--- src/rtl/core/oal_pkg.sv ---
package oal_pkg;

    // List geometry.
    localparam int CAPACITY  = 16;
    localparam int ELEM_BITS = 32;

    // Field widths of the stream items.
    localparam int KIND_BITS   = 2;
    localparam int POS_BITS    = 5;
    localparam int VALUE_BITS  = 32;
    localparam int STATUS_BITS = 2;
    localparam int FPOS_BITS   = 5;
    localparam int COUNT_BITS  = 5;

    // Internal widths derived from the capacity.
    localparam int IDX_BITS = $clog2(CAPACITY);
    localparam int CNT_BITS = $clog2(CAPACITY + 1);
    localparam int CMP_BITS = (CNT_BITS > POS_BITS) ? CNT_BITS + 1 : POS_BITS + 1;

    // Packed stream widths, rounded up to whole bytes.
    localparam int IN_RAW_BITS  = POS_BITS + VALUE_BITS;
    localparam int IN_DATA_BITS = ((IN_RAW_BITS + 7) / 8) * 8;
    localparam int OUT_RAW_BITS = STATUS_BITS + 1 + FPOS_BITS + VALUE_BITS + COUNT_BITS + 1;
    localparam int OUT_DATA_BITS = ((OUT_RAW_BITS + 7) / 8) * 8;
    localparam int USER_BITS    = 8;

    typedef enum logic [KIND_BITS-1:0] {
        KIND_INSERT = 2'd0,
        KIND_ERASE  = 2'd1,
        KIND_FIND   = 2'd2,
        KIND_READ   = 2'd3
    } kind_t;

    typedef enum logic [STATUS_BITS-1:0] {
        ST_OK    = 2'd0,
        ST_RANGE = 2'd1,
        ST_FULL  = 2'd2
    } status_t;

    // What one cell does at the next edge.
    typedef enum logic [1:0] {
        CELL_HOLD       = 2'd0,
        CELL_TAKE_LEFT  = 2'd1,
        CELL_TAKE_RIGHT = 2'd2,
        CELL_LOAD       = 2'd3
    } cell_op_t;

    typedef struct packed {
        cell_op_t op;
        logic     in_range;
    } cell_ctl_t;

    // Result item, last field in the lowest bits once packed.
    typedef struct packed {
        logic                   is_empty;
        logic [COUNT_BITS-1:0]  count;
        logic [VALUE_BITS-1:0]  read_value;
        logic [FPOS_BITS-1:0]   found_position;
        logic                   found;
        status_t                status;
    } result_t;

endpackage

--- src/rtl/core/oal_cell.sv ---
module oal_cell (
    input  logic                       clk,
    input  oal_pkg::cell_ctl_t         ctl,
    input  logic [oal_pkg::ELEM_BITS-1:0] key,
    input  logic [oal_pkg::ELEM_BITS-1:0] left,
    input  logic [oal_pkg::ELEM_BITS-1:0] right,
    output logic [oal_pkg::ELEM_BITS-1:0] data,
    output logic                       match
);
    import oal_pkg::*;

    logic [ELEM_BITS-1:0] data_reg;
    logic [ELEM_BITS-1:0] data_next;

    // The entry holds no reset value; it is only seen once it has been written.
    always_comb
    begin
        unique case (ctl.op)
            CELL_HOLD:       data_next = data_reg;
            CELL_TAKE_LEFT:  data_next = left;
            CELL_TAKE_RIGHT: data_next = right;
            CELL_LOAD:       data_next = key;
            default:         data_next = data_reg;
        endcase
    end

    always_ff @(posedge clk)
    begin
        data_reg <= data_next;
    end

    assign data  = data_reg;
    assign match = ctl.in_range && (data_reg == key);

endmodule

--- src/rtl/core/ordered_array_list.sv ---
// Channel | Direction | Signals                    | Contents
// --------+-----------+----------------------------+---------------------------------------
// request | in        | s_tvalid s_tready s_tdata  | one list operation; kind in s_tuser
//         |           | s_tuser                    |
// result  | out       | m_tvalid m_tready m_tdata  | status, match, read entry and count
//
// Each request is handled in a single pass: the row of cells shifts, compares and
// loads in parallel, and the result is offered in the cycle after the transfer.
// A new request is taken in every cycle while the result register is empty or
// is being drained, so the sustained rate is one item per clock.
// rst_n clears the element count and the result valid flag; the entries keep
// whatever they hold and are only observed once written.
// A stalled result holds the request side off until it has been taken.
module ordered_array_list (
    input  logic                              clk,
    input  logic                              rst_n,
    input  logic                              s_tvalid,
    output logic                              s_tready,
    // Bits [4:0] position, [36:5] value, [39:37] zero.
    input  logic [oal_pkg::IN_DATA_BITS-1:0]  s_tdata,
    // Bits [1:0] kind, [7:2] zero.
    input  logic [oal_pkg::USER_BITS-1:0]     s_tuser,
    output logic                              m_tvalid,
    input  logic                              m_tready,
    // Bits [1:0] status, [2] found, [7:3] found_position, [39:8] read_value,
    // [44:40] count, [45] is_empty, [47:46] zero.
    output logic [oal_pkg::OUT_DATA_BITS-1:0] m_tdata
);
    import oal_pkg::*;

    // Request fields.
    kind_t                 kind;
    logic [POS_BITS-1:0]   position;
    logic [VALUE_BITS-1:0] value;
    logic [ELEM_BITS-1:0]  key;
    logic                  accept;

    assign kind     = kind_t'(s_tuser[KIND_BITS-1:0]);
    assign position = s_tdata[POS_BITS-1:0];
    assign value    = s_tdata[POS_BITS +: VALUE_BITS];
    assign key      = value[ELEM_BITS-1:0];

    // Control state.
    logic [CNT_BITS-1:0] count_reg;
    logic [CNT_BITS-1:0] count_next;
    logic                out_valid_reg;
    logic                out_valid_next;
    result_t             result_reg;
    result_t             result_next;

    // Position and count compared at a common width, so that a position far
    // beyond the capacity is never mistaken for a small one.
    logic [CMP_BITS-1:0] pos_w;
    logic [CMP_BITS-1:0] cnt_w;

    assign pos_w = CMP_BITS'(position);
    assign cnt_w = CMP_BITS'(count_reg);

    logic ins_range_err;
    logic ins_full;
    logic ins_ok;
    logic era_ok;
    logic rd_ok;

    assign ins_range_err = (pos_w > cnt_w);
    assign ins_full      = (cnt_w == CMP_BITS'(CAPACITY));
    assign ins_ok        = accept && (kind == KIND_INSERT) && !ins_range_err && !ins_full;
    assign era_ok        = accept && (kind == KIND_ERASE) && (pos_w < cnt_w);
    assign rd_ok         = (pos_w < cnt_w);

    // The row of cells. Each cell sees its neighbours on both sides: an insert
    // moves entries one place up from the insert position, an erase moves them
    // one place down onto the erased slot.
    cell_ctl_t            ctl   [CAPACITY];
    logic [ELEM_BITS-1:0] cdata [CAPACITY];
    logic [CAPACITY-1:0]  match;

    genvar g;
    generate
        for (g = 0; g < CAPACITY; g++)
        begin : g_cell
            localparam logic [CMP_BITS-1:0] IDX = CMP_BITS'(g);
            logic [ELEM_BITS-1:0] left_data;
            logic [ELEM_BITS-1:0] right_data;

            if (g == 0)
            begin : g_first
                assign left_data = '0;
            end
            else
            begin : g_inner_left
                assign left_data = cdata[g-1];
            end

            if (g == CAPACITY - 1)
            begin : g_last
                assign right_data = '0;
            end
            else
            begin : g_inner_right
                assign right_data = cdata[g+1];
            end

            always_comb
            begin
                ctl[g].in_range = (IDX < cnt_w);
                priority if (ins_ok && (IDX == pos_w))
                    ctl[g].op = CELL_LOAD;
                else if (ins_ok && (IDX > pos_w) && (IDX <= cnt_w))
                    ctl[g].op = CELL_TAKE_LEFT;
                else if (era_ok && (IDX >= pos_w) && ((IDX + 1'b1) < cnt_w))
                    ctl[g].op = CELL_TAKE_RIGHT;
                else
                    ctl[g].op = CELL_HOLD;
            end

            oal_cell u_cell (
                .clk   (clk),
                .ctl   (ctl[g]),
                .key   (key),
                .left  (left_data),
                .right (right_data),
                .data  (cdata[g]),
                .match (match[g])
            );
        end
    endgenerate

    // First match wins: scan from the top so the lowest index is left standing.
    logic                hit;
    logic [IDX_BITS-1:0] hit_idx;

    always_comb
    begin
        hit     = 1'b0;
        hit_idx = '0;
        for (int i = CAPACITY - 1; i >= 0; i--)
        begin
            if (match[i])
            begin
                hit     = 1'b1;
                hit_idx = IDX_BITS'(i);
            end
        end
    end

    // Result and count update.
    always_comb
    begin
        count_next  = count_reg;
        result_next = result_reg;
        if (accept)
        begin
            result_next.status         = ST_OK;
            result_next.found          = 1'b0;
            result_next.found_position = '0;
            result_next.read_value     = '0;
            unique case (kind)
                KIND_INSERT:
                begin
                    if (ins_range_err)
                        result_next.status = ST_RANGE;
                    else if (ins_full)
                        result_next.status = ST_FULL;
                    else
                        count_next = count_reg + 1'b1;
                end
                KIND_ERASE:
                begin
                    if (era_ok)
                        count_next = count_reg - 1'b1;
                    else
                        result_next.status = ST_RANGE;
                end
                KIND_FIND:
                begin
                    result_next.found = hit;
                    if (hit)
                        result_next.found_position = FPOS_BITS'(hit_idx) + 1'b1;
                end
                KIND_READ:
                begin
                    if (rd_ok)
                        result_next.read_value =
                            VALUE_BITS'(cdata[position[IDX_BITS-1:0]]);
                    else
                        result_next.status = ST_RANGE;
                end
                default:
                begin
                    result_next.status = ST_OK;
                end
            endcase
            result_next.count    = COUNT_BITS'(count_next);
            result_next.is_empty = (count_next == '0);
        end
    end

    // Output register: a new request may enter while the held result is taken.
    assign s_tready       = !out_valid_reg || m_tready;
    assign accept         = s_tvalid && s_tready;
    assign out_valid_next = accept || (out_valid_reg && !m_tready);

    always_ff @(posedge clk or negedge rst_n)
    begin
        if (!rst_n)
        begin
            count_reg     <= '0;
            out_valid_reg <= 1'b0;
        end
        else
        begin
            count_reg     <= count_next;
            out_valid_reg <= out_valid_next;
        end
    end

    always_ff @(posedge clk)
    begin
        result_reg <= result_next;
    end

    assign m_tvalid = out_valid_reg;
    assign m_tdata  = OUT_DATA_BITS'(result_reg);

endmodule

--- config.mk ---
export PLATFORM = sky130hd
export DESIGN_NAME = ordered_array_list
export DESIGN_NICKNAME = d
export VERILOG_FILES = /design/src/rtl/core/oal_pkg.sv /design/src/rtl/core/oal_cell.sv /design/src/rtl/core/ordered_array_list.sv
export SDC_FILE = /design/constraint.sdc
export NUM_CORES = 2
export LEC_CHECK = 0
export BUFFER_PORTS_ARGS = -buffer_cell sky130_fd_sc_hd__buf_4
export CAP_MARGIN = 20
export CELL_PAD_IN_SITES_DETAIL_PLACEMENT = 1
export CELL_PAD_IN_SITES_GLOBAL_PLACEMENT = 1
export CORE_UTILIZATION = 25
export CTS_CLUSTER_SIZE = 25
export DETAILED_ROUTE_END_ITERATION = 6
export GPL_TIMING_DRIVEN = 0
export PLACE_DENSITY_LB_ADDON = 0.2
export SYNTH_ARGS = -nofsm -noshare
export SYNTH_HDL_FRONTEND = slang
export SYNTH_SLANG_ARGS = --single-unit
--- constraint.sdc ---
create_clock -name clk -period 5.2 [get_ports clk]
set_clock_uncertainty 0.1 [all_clocks]
set_input_delay 1.04 -clock clk [delete_from_list [all_inputs] [get_ports clk]]
set_output_delay 1.04 -clock clk [all_outputs]
set_load 0.1 [all_outputs]
# Word-level counts from Yosys, hierarchy flattened
# Cells that the tools add are included.
[op_classes]
order_cmp = 68
add_sub_neg = 3
n_eq_ne = 83
n_reduce_logical = 130
bitwise = 1
muxes = 109
[op_table]
columns = ["cell", "count"]
rows = [
  ["case mux 32 bit (3 select lines)", 16],
  ["== test 32 bit", 16],
  ["binary-select mux 32 bit (select 4 bit)", 1],
  ["logical AND 1 bit", 103],
  ["2-to-1 mux 2 bit", 50],
  ["== test 2 bit, second input constant", 34],
  ["2-to-1 mux 32 bit", 2],
  ["2-to-1 mux 4 bit", 16],
  ["== test 4 x 5 -> 1 bit, first input constant", 8],
  ["greater-or-equal comparator 4 x 5 -> 1 bit, first input constant", 8],
  ["greater-than comparator 4 x 5 -> 1 bit, first input constant", 8],
  ["<= comparator 4 x 5 -> 1 bit, first input constant", 8],
  ["less-than comparator 4 x 5 -> 1 bit, first input constant", 8],
  ["== test 2 x 1 -> 1 bit, second input constant", 17],
  ["logical NOT 2 bit", 17],
  ["== test 3 x 5 -> 1 bit, first input constant", 4],
  ["greater-or-equal comparator 3 x 5 -> 1 bit, first input constant", 4],
  ["greater-than comparator 3 x 5 -> 1 bit, first input constant", 4],
  ["<= comparator 3 x 5 -> 1 bit, first input constant", 4],
  ["less-than comparator 3 x 5 -> 1 bit, first input constant", 4],
  ["2-to-1 mux 5 bit", 4],
  ["2-to-1 mux 1 bit", 18],
  ["== test 2 x 5 -> 1 bit, first input constant", 2],
  ["greater-or-equal comparator 1 x 5 -> 1 bit, first input constant", 2],
  ["other kinds (24)", 36],
]
[word_totals]
output_inout_bits = 50
inputBits = 52
word_cells = 418
regBits = 564

# Depth between registers and ports, before layout
[logic_depth]
word_depth = 19
depth_mapped = 17
depth_no_buf = 14

# Modules after synthesis
# A second synthesis with hierarchy kept.
[unflattened]
cells_unflattened = 3512
area_unflattened_um2 = 38958.6
[modules_own_cells]
columns = ["module", "cells_each", "instances", "area_each_um2", "seq_area_each_um2"]
rows = [
  ["oal_cell", 184, 16, 1978.1, 960.9],
  ["ordered_array_list", 568, 1, 7308.3, 1531.5],
]

# Worst setup path after synthesis
# OpenSTA, ideal clock, no wires.
[synth_timing]
path_kind = "input port to flip-flop"
from = "input port s_tdata[0] (netlist bit)"
to = "register g_cell[8].u_cell.data_reg[0] (enable)"
setup_slack_ns = -0.666
setup_time_ns = 0.466
path_buffers = 2
t_arrival_ns = 5.300
stages = 12
required_time_ns = 4.634
path_cell_list = "buf_2 > inv_1 > ha_1 > nor2b_1 > o21a_1 > o21a_1 > o21ai_2 > a22oi_2 > or4_4 > or2_1 > buf_2 > o21ai_0"
[synth_via]
elab_chain_cells = 9
elab_cells_between_ends = 18
cone_classes = "order compare (4); eq/ne (1); mux (3); reduce/logical (10)"
[synth_rtl]
columns = ["item", "line", "rtl"]
rows = [
  ["from (decl)", "ordered_array_list.sv:20", "input logic [oal_pkg::IN_DATA_BITS-1:0] s_tdata,"],
  ["greater-than comparator 5 bit", "ordered_array_list.sv:65", "assign ins_range_err = (pos_w > cnt_w);"],
  ["logical NOT 1 bit", "ordered_array_list.sv:67", "assign ins_ok = accept && (kind == KIND_INSERT) && !ins_range_err && !ins_full;"],
  ["logical AND 1 bit (2 in a row)", "ordered_array_list.sv:67", ""],
  ["logical AND 1 bit (2 in a row)", "ordered_array_list.sv:109", "else if (ins_ok && (IDX > pos_w) && (IDX <= cnt_w))"],
  ["2-to-1 mux 2 bit", "ordered_array_list.sv:109", ""],
  ["2-to-1 mux 2 bit (*)", "ordered_array_list.sv:107", "priority if (ins_ok && (IDX == pos_w))"],
  ["logical NOT 2 bit (*)", "oal_cell.sv:18", "unique case (ctl.op)"],
  ["to (signal assigned)", "oal_cell.sv:29", "data_reg <= data_next;"],
  ["to (decl)", "oal_cell.sv:12", "logic [ELEM_BITS-1:0] data_reg;"],
]
# Every way passes the cells marked *; elsewhere a longest branch is shown, timed or not.
# A chain may end at the register's enable or synchronous reset.

# Final worst setup path
[layout_timing]
from = "input port s_tdata[25] (netlist bit)"
to = "register result_reg, in the netlist m_tdata[7], data pin"
[layout_via]
elab_chain_cells = 19
elab_cells_between_ends = 66
cone_classes = "add/sub (1); eq/ne (16); mux (32); reduce/logical (17)"
[layout_rtl]
columns = ["item", "line", "rtl"]
rows = [
  ["== test 32 bit", "oal_cell.sv:33", "assign match = ctl.in_range && (data_reg == key);"],
  ["logical AND 1 bit", "oal_cell.sv:33", ""],
  ["2-to-1 mux 4 bit or 2-to-1 mux 1 bit (tied branches) (16 in a row)", "ordered_array_list.sv:139", "if (match[i])"],
  ["adder 4 x 1 -> 5 bit or AND reduction 2 bit (tied branches)", "n/a", ""],
  ["to (signal assigned)", "ordered_array_list.sv:220", "result_reg <= result_next;"],
  ["to (decl)", "ordered_array_list.sv:48", "result_t result_reg;"],
]
# Several ways; a longest one is shown, not always the timed one.

==> summary.md <==
| Metric | Value |
|---|---|
| Status | complete, but fails checks |
| Violated checks | DRC, setup timing |
| GR Util met3 | 9.52% |
| GRT met1 Usage | 47.6% |
| First-pass GRT wire length | between 300 and 400 mm |
| Grt peak-use layer | met2 |
| # hold bufs at CTS | 0 |
| Routed Antenna Nets | 0 |
| Top_reg_cell synth | edfxtp_1 |
| Remaining Overflow, GRT | 0 |
| Final hold violations | 0 |
| Total CTS buffers | 74 |
| Initial core utilization | 25.3% |
| TritonCTS sink count | roughly 560 |
| Crit Path Class | in2reg |
| Fin crit share | 104% |
| Sequential Power Share | 39.3% |
| Synthesis-to-layout area growth | 17.9% |
| Largest delay share family, worst path | simple AND/OR/NAND/NOR gates |
| CP bufs+invs | 4 |
| Clock network fraction of total power | between 40% and 50% |
| Logic gate share of total power | 19.7% |
| Async SR Flop Fraction | 1.06% |
| GPL Wtd Cong | 1.06 |
| # placed instances | 5,648 |
| Via density | 6.21 |
| Initial DRC count | 6,345 |
| Worst slew pin tran | 1.28 ns |
| Cells along the critical path | clkbuf_1, buf_6, clkbuf_4, xor2_1, nor4_1, nand4_1, nor3_2, nor2_1, a21oi_1, nor2_1, nor3b_2, inv_1, a21oi_1, ha_1, nand3_1, nor4b_1 |
| Max_cap viols | 0 |
| Number of synthesized flops with an enable pin | ~560 |
| Max incr delay on CP | 0.55 ns |
| Wirelength per Cell | 46.0 um |
| Placed inst area | 0.0407 mm2 |
| Multi-input gate area | 0.0187 mm2 |
| Nets | about 3,900 |
| Die X | 386 um |
| Syn_area_per_cell | 10.2 um2 |
| Register area | 0.0169 mm2 |
| Fin. max-slew vios | 0 |
| DRC | 1 |
| Number of global-route vias before repair | 33,607 |
| Largest net degree at the start of global routing | 45 |
| CTS Root Cell | clkbuf_16 |
| Antenna violations before repair | 19 |
| Max reg flops | 512 |
| Crit. End Element | register |
| Number of fill cells in the layout | 16,330 |
| Power Density | 313 mW/mm2 |
| RSZ-0062 raised after global routing | yes |
| Max_slew headroom | about 15% |
| Pre-CTS WS | -1.74 ns |
| Leak Pwr | approximately 16 nW |
| Final wirelength | 266 mm |
| P_sw | 4.61 mW |
| R2r endpoint | g_cell[13].u_cell.data[28] |
| CTS max path bufs | 3 |
| Final instance area | 0.0435 mm2 |
| Area of the mapped netlist | 0.0369 mm2 |
| Area leader, netlist | edfxtp_1 |
| Top Ports | 102 |
| CP endpoint | m_tdata[7] |
| Chip height | between 300 and 400 um |
| Fraction of layout cells with a size suffix above 1 | ~14% |
| Synth warn | 0 |
| VDD IR max | 0.000245 V |
| Core ar. | 0.146 mm2 |
| Top post-synthesis cells by area | edfxtp_1, nand2_1, a22oi_1, xor2_1, xnor2_1 |
| Initial DRT Pass Iterations | 7 |
| Post-synthesis instance total | 3,625 |
| Cell count of the worst reg-to-reg path | 16 |
| Grt met2 use | 48.4% |
| Max Clk Rate | 0.186 GHz |
| Critical Path Start Type | primary input |
| Critical Path AT | 5.81 ns |
| Die ar. | 0.149 mm2 |
| CP max-delay cell | clkbuf_1 |
| Final critical-path required period | 5.39 ns |
| Worst Hold Class | in2async |
| Area share of the largest cell type after synthesis | a little under half |
| Vias | 35,951 |
| Detailed Place HPWL | 199 mm |
| GRT Resource Usage Total | 35.0% |
| Clock Latency Late Sink | 0.72 ns |
| CTS tree | yes |
| Number of synthesized register bits | 564 |
| Int Pwr | 8.98 mW |
| Post-synth cell types | 73 |
| R2r startpoint | count_reg[1] |
| Sw Ratio | 33.9% |
| Critical Path Stages | 16 |
| Rows | 140 |
| Post-synthesis sequential area ratio | 45.9% |
| Crit path from | s_tdata[25] |
| Crit-path max FO | 10 |
| H-Tree Depth | 3 |
| Fin Setup TNS | -0.307 ns |
| Final setup vio count | 4 |
| Non-Filler Instances | 5,790 |
| Worst R2R Setup Slack | 0.02 ns |
| Required time of the worst setup path | 5.62 ns |
| PortBufs | 57 |
| Final WS setup | -0.186 ns |
| Clock Pin Slew Worst Setup and Hold Paths | approximately 0.060 ns |
final cells by class:
cell class | instances | area share [%]
clock inverters | 46 | 1.29
plain buffers | 342 | 3.79
repair buffers | 109 | 2.92
inverters | 14 | 0.121
diodes | 6 | 0.0345
clock buffers | 88 | 4.50
well taps | 1917 | 5.52
multi-input cells | 2704 | 42.9
flip-flops and latches | 564 | 38.9
layout by cell type (no fill, tap or decap), types with 12 or more instances in the layout:
cell type,synthesis,layout
nand2_1,900,899
edfxtp_1,558,558
a22oi_1,416,416
xor2_1,345,345
xnor2_1,171,171
clkbuf_1,217,156
a22o_1,97,97
mux2i_1,96,96
buf_4,3,93
nor4_1,92,91
clkbuf_16,0,75
buf_2,97,72
mux4_2,64,64
nand4_1,57,57
a21oi_1,56,56
clkbuf_2,0,54
o21ai_0,49,44
nor2_1,40,39
a21o_1,35,35
o22ai_1,34,33
mux2_2,33,33
o221ai_1,32,32
a211oi_1,32,32
buf_1,23,23
clkbuf_4,0,21
nand3_1,19,19
nor3_1,19,16
buf_8,0,16
clkinv_1,2,13
inv_1,12,12
buf_16,0,12
kinds of logic after synthesis:
family	count (synthesis)	share of synthesized area, %
compound gates	789	15.7
xor+xnor	516	12.3
fa+ha+maj	11	0.373
buf+inv	358	4.09
flops	564	45.9
mux	193	7.52
other cells	1	0.0102
simple gates	1193	14.2
worst register-to-register path, delay by kind of cell, from the launching register on:
family,cells,cell delay (ns)
and+or+nand+nor,4,1.33
adders and majority gates,1,0.34
buffers and inverters,5,1.23
DFF,1,0.55
AOI/OAI and AO/OA,6,1.32
Yosys cell counts (4+ instances only):
master / count
buf_2: 97
buf_6: 4
o31ai_1: 6
or4_1: 5
clkbuf_1: 217
nor2b_1: 5
ha_1: 11
nand2_1: 900
a21oi_1: 56
nor2_1: 40
mux4_2: 64
o21ai_0: 49
nor3_2: 7
edfxtp_1: 558
a211oi_1: 32
mux2i_1: 96
nand4_1: 57
nand3_1: 19
nand2b_1: 10
nor3_1: 19
a22oi_1: 416
xor2_1: 345
o22ai_1: 34
o21a_1: 4
xnor2_1: 171
or2_2: 6
and2_1: 7
buf_1: 23
dfrtp_1: 6
nor4_1: 92
a22o_1: 97
inv_1: 12
a31oi_1: 5
o221ai_1: 32
a21o_1: 35
mux2_2: 33
worst min path at each step:
| stage | to | from | cells after the start | slack [ns] |
|---|---|---|---|---|
| finish | m_tvalid | rst_n | 1 | 0.05 |
| global route | m_tvalid | rst_n | 1 | 0.05 |
| CTS | m_tvalid | rst_n | 1 | 0.01 |
| detailed placement | m_tvalid | m_tvalid | 2 | 0.45 |
| global placement | m_tvalid | m_tvalid | 2 | 0.44 |
| floorplan | g_cell[1].u_cell.data[10] | g_cell[0].u_cell.data[10] | 2 | 0.45 |
repair_timing:
item / 4_1_cts / 5_1_grt
pin swaps: 0 / 2
gates resized for setup: 54 / 44
setup endpoints to repair: 179 / 158
buffers inserted: 0 / 1
power groups by stage:
stage	sequential (mW)	combinational, mW	clock (mW)
global route	5.33	2.66	5.74
finish	5.34	2.68	5.57
CTS	5.33	2.53	5.63
floorplan	5.51	1.09	0
detailed placement	5.42	2.51	0
global placement	5.43	2.41	0
metal layers:
metal | share of wire [%] | wire [um]
met1 | 41 | 108000
met2 | 40 | 107000
met3 | 12 | 31700
met4 | 7.3 | 19400
met5 | 0.030 | 80
per-stage QoR:
| step | util [%] | hold slack, ns | power (mW) |
|---|---|---|---|
| 3_5_place_dp | 27.9 | 0.448 | 7.93 |
| 5_1_grt | 29.8 | 0.0476 | 13.7 |
| 6_report | 29.8 | 0.0453 | 13.6 |
| 4_1_cts | 29.7 | 0.0150 | 13.5 |
| 3_3_place_gp | 27.2 | 0.437 | 7.84 |
| 2_1_floorplan | - | 0.450 | 6.60 |
Power figures use the tool's default switching activity.
